--- src/hdl/assert_macros.svh ---
// Assertion helpers, clocked on a rising edge and disabled during reset.
`ifndef ASSERT_MACROS_SVH
`define ASSERT_MACROS_SVH

// ante holds -> cons holds in the same cycle
`define ASSERT_SAME(label, clk, rst, ante, cons) \
  label: assert property (@(posedge clk) disable iff (rst) (ante) |-> (cons)) \
    else $error("assertion failed in %m");

// ante holds -> cons holds in the next cycle
`define ASSERT_NEXT(label, clk, rst, ante, cons) \
  label: assert property (@(posedge clk) disable iff (rst) (ante) |=> (cons)) \
    else $error("assertion failed in %m");

`endif

--- src/hdl/drwl_pkg.sv ---
`default_nettype none

package drwl_pkg;

  localparam int unsigned OP_W     = 3;
  localparam int unsigned IDX_W    = 10;
  localparam int unsigned SRV_W    = 6;
  localparam int unsigned CFG_W    = 7;
  localparam int unsigned STATUS_W = 2;

  localparam int unsigned TABLE_ENTRIES_DEF = 1024;
  localparam int unsigned MAX_SERVERS_DEF   = 64;

  localparam logic [CFG_W-1:0] SERVERS_RESET = 7'd64;

  typedef enum logic [OP_W-1:0] {
    OP_READ_ACQ  = 3'd0,
    OP_WRITE_ACQ = 3'd1,
    OP_CERTIFY   = 3'd2,
    OP_READ_REL  = 3'd3,
    OP_WRITE_REL = 3'd4
  } op_t;

  typedef enum logic [STATUS_W-1:0] {
    STATUS_OK    = 2'd0,
    STATUS_BUSY  = 2'd1,
    STATUS_ERROR = 2'd2
  } status_t;

  typedef enum logic [1:0] {
    ST_CLEAR  = 2'd0,
    ST_IDLE   = 2'd1,
    ST_UPDATE = 2'd2
  } state_t;

  // controller -> datapath
  typedef struct packed {
    logic clear;   // zero one table entry, advance sweep
    logic accept;  // latch request word, read entry
    logic update;  // write back entry on success, load result word
  } cmd_t;

  // datapath -> controller
  typedef struct packed {
    logic clear_done;
    logic out_free;
  } sts_t;

endpackage

`default_nettype wire

--- src/hdl/drwl_ctrl.sv ---
`default_nettype none

module drwl_ctrl (
  input  wire logic           clk,
  input  wire logic           rst,
  input  wire logic           req_valid,
  output logic                req_ready,
  output drwl_pkg::cmd_t      cmd,
  input  wire drwl_pkg::sts_t sts
);

  drwl_pkg::state_t state;
  drwl_pkg::state_t state_next;

  always_ff @(posedge clk) begin
    if (rst) begin
      state <= drwl_pkg::ST_CLEAR;
    end else begin
      state <= state_next;
    end
  end

  always_comb begin
    state_next = state;
    req_ready  = 1'b0;
    cmd        = '0;
    case (state)
      drwl_pkg::ST_CLEAR: begin
        cmd.clear = 1'b1;
        if (sts.clear_done) begin
          state_next = drwl_pkg::ST_IDLE;
        end
      end
      drwl_pkg::ST_IDLE: begin
        req_ready = 1'b1;
        if (req_valid) begin
          cmd.accept = 1'b1;
          state_next = drwl_pkg::ST_UPDATE;
        end
      end
      drwl_pkg::ST_UPDATE: begin
        // hold the entry until the result register can take the word
        if (sts.out_free) begin
          cmd.update = 1'b1;
          state_next = drwl_pkg::ST_IDLE;
        end
      end
      default: begin
        state_next = drwl_pkg::ST_CLEAR;
      end
    endcase
  end

endmodule

`default_nettype wire

--- config.mk ---
export PLATFORM = sky130hd
export DESIGN_NAME = drwl_ctrl
export DESIGN_NICKNAME = d
export VERILOG_FILES = /design/src/hdl/assert_macros.svh /design/src/hdl/drwl_pkg.sv /design/src/hdl/drwl_ctrl.sv
export SDC_FILE = /design/constraint.sdc
export NUM_CORES = 1
export LEC_CHECK = 0
export BUFFER_PORTS_ARGS = -buffer_cell sky130_fd_sc_hd__buf_2
export CAP_MARGIN = 20
export CELL_PAD_IN_SITES_DETAIL_PLACEMENT = 1
export CELL_PAD_IN_SITES_GLOBAL_PLACEMENT = 1
export CORE_AREA = 2 2 39 41
export DETAILED_ROUTE_END_ITERATION = 7
export DIE_AREA = 0 0 41 43
export GPL_TIMING_DRIVEN = 0
export PLACE_DENSITY_LB_ADDON = 0.15
export SLEW_MARGIN = 20
export SYNTH_ARGS = -nofsm -noshare
export SYNTH_HDL_FRONTEND = slang
export SYNTH_SLANG_ARGS = --single-unit
--- constraint.sdc ---
create_clock -name clk -period 1.1 [get_ports clk]
set_clock_uncertainty 0.05 [all_clocks]
set_input_delay 0.11 -clock clk [delete_from_list [all_inputs] [get_ports clk]]
set_output_delay 0.11 -clock clk [all_outputs]
set_load 0.05 [all_outputs]
==> metrics.yaml <==
outcome: "finished, violations left"
failed_checks: "setup timing"
top_register: "state"
cellPowerDensity_mw_per_mm2: 1460
num_rows: 14
fin_ws_ps: -29.3
syn-instance-count: 13
swShare_pct: 30.7
finalCritPeriodShare_pct: 103
start_util_pct: 7.78
p_int_w: 0.000239
yosysWarnings: 0
p_leak_nw: 0.113
required_ps: 940
cp_max_fo: 7
mostFrequentLayoutCell: "buf_2"
syn-num-nets: 18
vias_per_cell: 3.37
die-area_mm2: 0.00176
finalPower_w: 0.000345
rsz0062_at_grt: "yes"
io_buffers: 8
maxCapViolCount: 0
whs_ps: 12.0
pwr-share-clk_pct: 45.2
yosysUniqueCellTypes: 10
htree_levels: 1
crit_path_max_incr_delay_ps: 350
antenna_cells: 0
crit_family: "flip-flops"
routedWlPerCell_um: 7.61
grt_pass1_wl_um: 517
vias: 138
yosysSeqAreaShare_pct: 37.2
reg_top3: "state x2"
drive_gt1_share_pct: 68.0
post-route-drc-count: 0
crit_type: "reg -> out"
slew_headroom_pct: 86.7
nNetsFinal: 32
numCtsBuffers: 3
area_growth_pct: 120
hold_path_depth: 2
reg2reg_from: "state[1]"
cts_tree: "yes"
finalHoldViolCount: 0
largest_register_ffs: 2
worst-r2r-cell-count: 3
max_freq_mhz: 886
wl_um: 312
drtPass1Iterations: 2
syn_avg_cell_area_um2: 8.28
finalMaxSlewViolations: 0
cp-startpoint: "state[1]"
ctsLongestPathBuffers: 2
drtIter0Drc: 3
ant_nets: 0
clkSinkCount: 2
setup_viol: 1
ys_ff_latch: 2
critical_path_arrival_ps: 970
syn_area_um2: 108
hp-start: "rst"
min_period_ps: 1130
critPathLaunchType: "register"
gp_congestion: 0.545
power_frac_seq_pct: 25.2
overflow: 0
crit_buf_inv: 1
crit_path_cell_trace: "and3b_2 > buf_8"
die_w_um: 41
die_h_um: 43
root_buffer: "clkbuf_4"
endpoint_kind: "primary output"
clk_pin_slew_worst_paths_ps: 30
combPwrFrac_pct: 29.6
worstSetupPathDepth: 2
min_path_type: "in -> reg"
coreArea_mm2: 0.00138
final_cell_mix: "buf_2, clkbuf_4"
grt.total_usage_pct: 5.31
grt_max_degree: 8
clk_latency_ps: 220
peakVddDrop_mv: 0.371
worst_slew_pin_slew_ps: 199
grt_pass1_vias: 139
p_switching_w: 0.000106
ios: 9
grt_antenna_before_repair: 0
slowest_stage: "dfxtp_4"
-- synth_stat cells, drive strengths merged --
cell type	count	share of area (%)
nor2	3	10
dfxtp	2	37
a311oi	1	8.1
and3b	1	8.1
inv	1	3.5
nand2	1	3.5
nand2b	1	5.8
nor3b	1	7.0
o21a	1	7.0
o21ba	1	9.3
-- power groups by stage --
stage	Combinational [W]	Sequential (W)	Clock, W
CTS	0.0000923	0.0000868	0.000166
global placement	0.0000826	0.0000881	0
floorplan	0.0000613	0.0000856	0
global route	0.000108	0.0000887	0.000179
finish	0.000102	0.0000870	0.000156
detailed placement	0.0000829	0.0000879	0
-- cell type report --
cell class              count  area, um2
clock buffers               3       22.5
fillers                   172       1150
inverters                   1       3.75
multi-input cells          10       70.1
flip-flops and latches      2       47.5
well taps                  16       20.0
repair buffers              9       72.6
-- cells by family after synthesis --
family	after synthesis	synth area share [%]
AND/OR/NAND/NOR	7	34.9
AO/OA/AOI/OAI	3	24.4
flip-flops	2	37.2
buffers and inverters	1	3.49
-- routing by layer --
metal	track usage, %	up-vias	share of wire, %
li1	-	72	-
met1	4.79	62	41
met2	5.31	4	52
met3	7.85	0	7.1
met4	4.00	0	0
met5	0	-	0
-- worst reg2reg max path, stage by stage, from the launching register on --
cell and delay [ps]:
dfxtp_4 360, and3b_2 230, buf_4 130, o21ba_1 170
-- path summary, 6_finish.rpt --
| check | to | slack (ps) |
|---|---|---|
| setup / recovery | cmd[1] | -30 |
| hold / removal | state[0] | 10 |
| setup reg to reg | state[1] | 50 |
| hold reg to reg | state[0] | 500 |
-- stage by stage --
| stage | TNS, ps | cells | util [%] | setup WS (ps) | area, um2 |
|---|---|---|---|---|---|
| final | -29.3 | 41 | 17.1 | -29.3 | 236 |
| after global routing | -120 | 41 | 17.1 | -64.6 | 236 |
| after CTS | -65.8 | 40 | 15.3 | -40.5 | 211 |
| after detailed placement | 0 | 37 | 12.2 | 68.8 | 169 |
| after global placement | 0 | 37 | 12.2 | 75.3 | 169 |
| after floorplan | -367 | 13 | - | -160 | 109 |
-- repair_timing --
| action | 4_1_cts | 5_1_grt |
|---|---|---|
| pin swaps | 1 | 0 |
| gates resized for setup | 8 | 7 |
| endpoints found under the setup margin | 4 | 4 |
| buffers inserted | 0 | 1 |
| hold buffers | 0 | 0 |
Power figures use the tool's default switching activity.
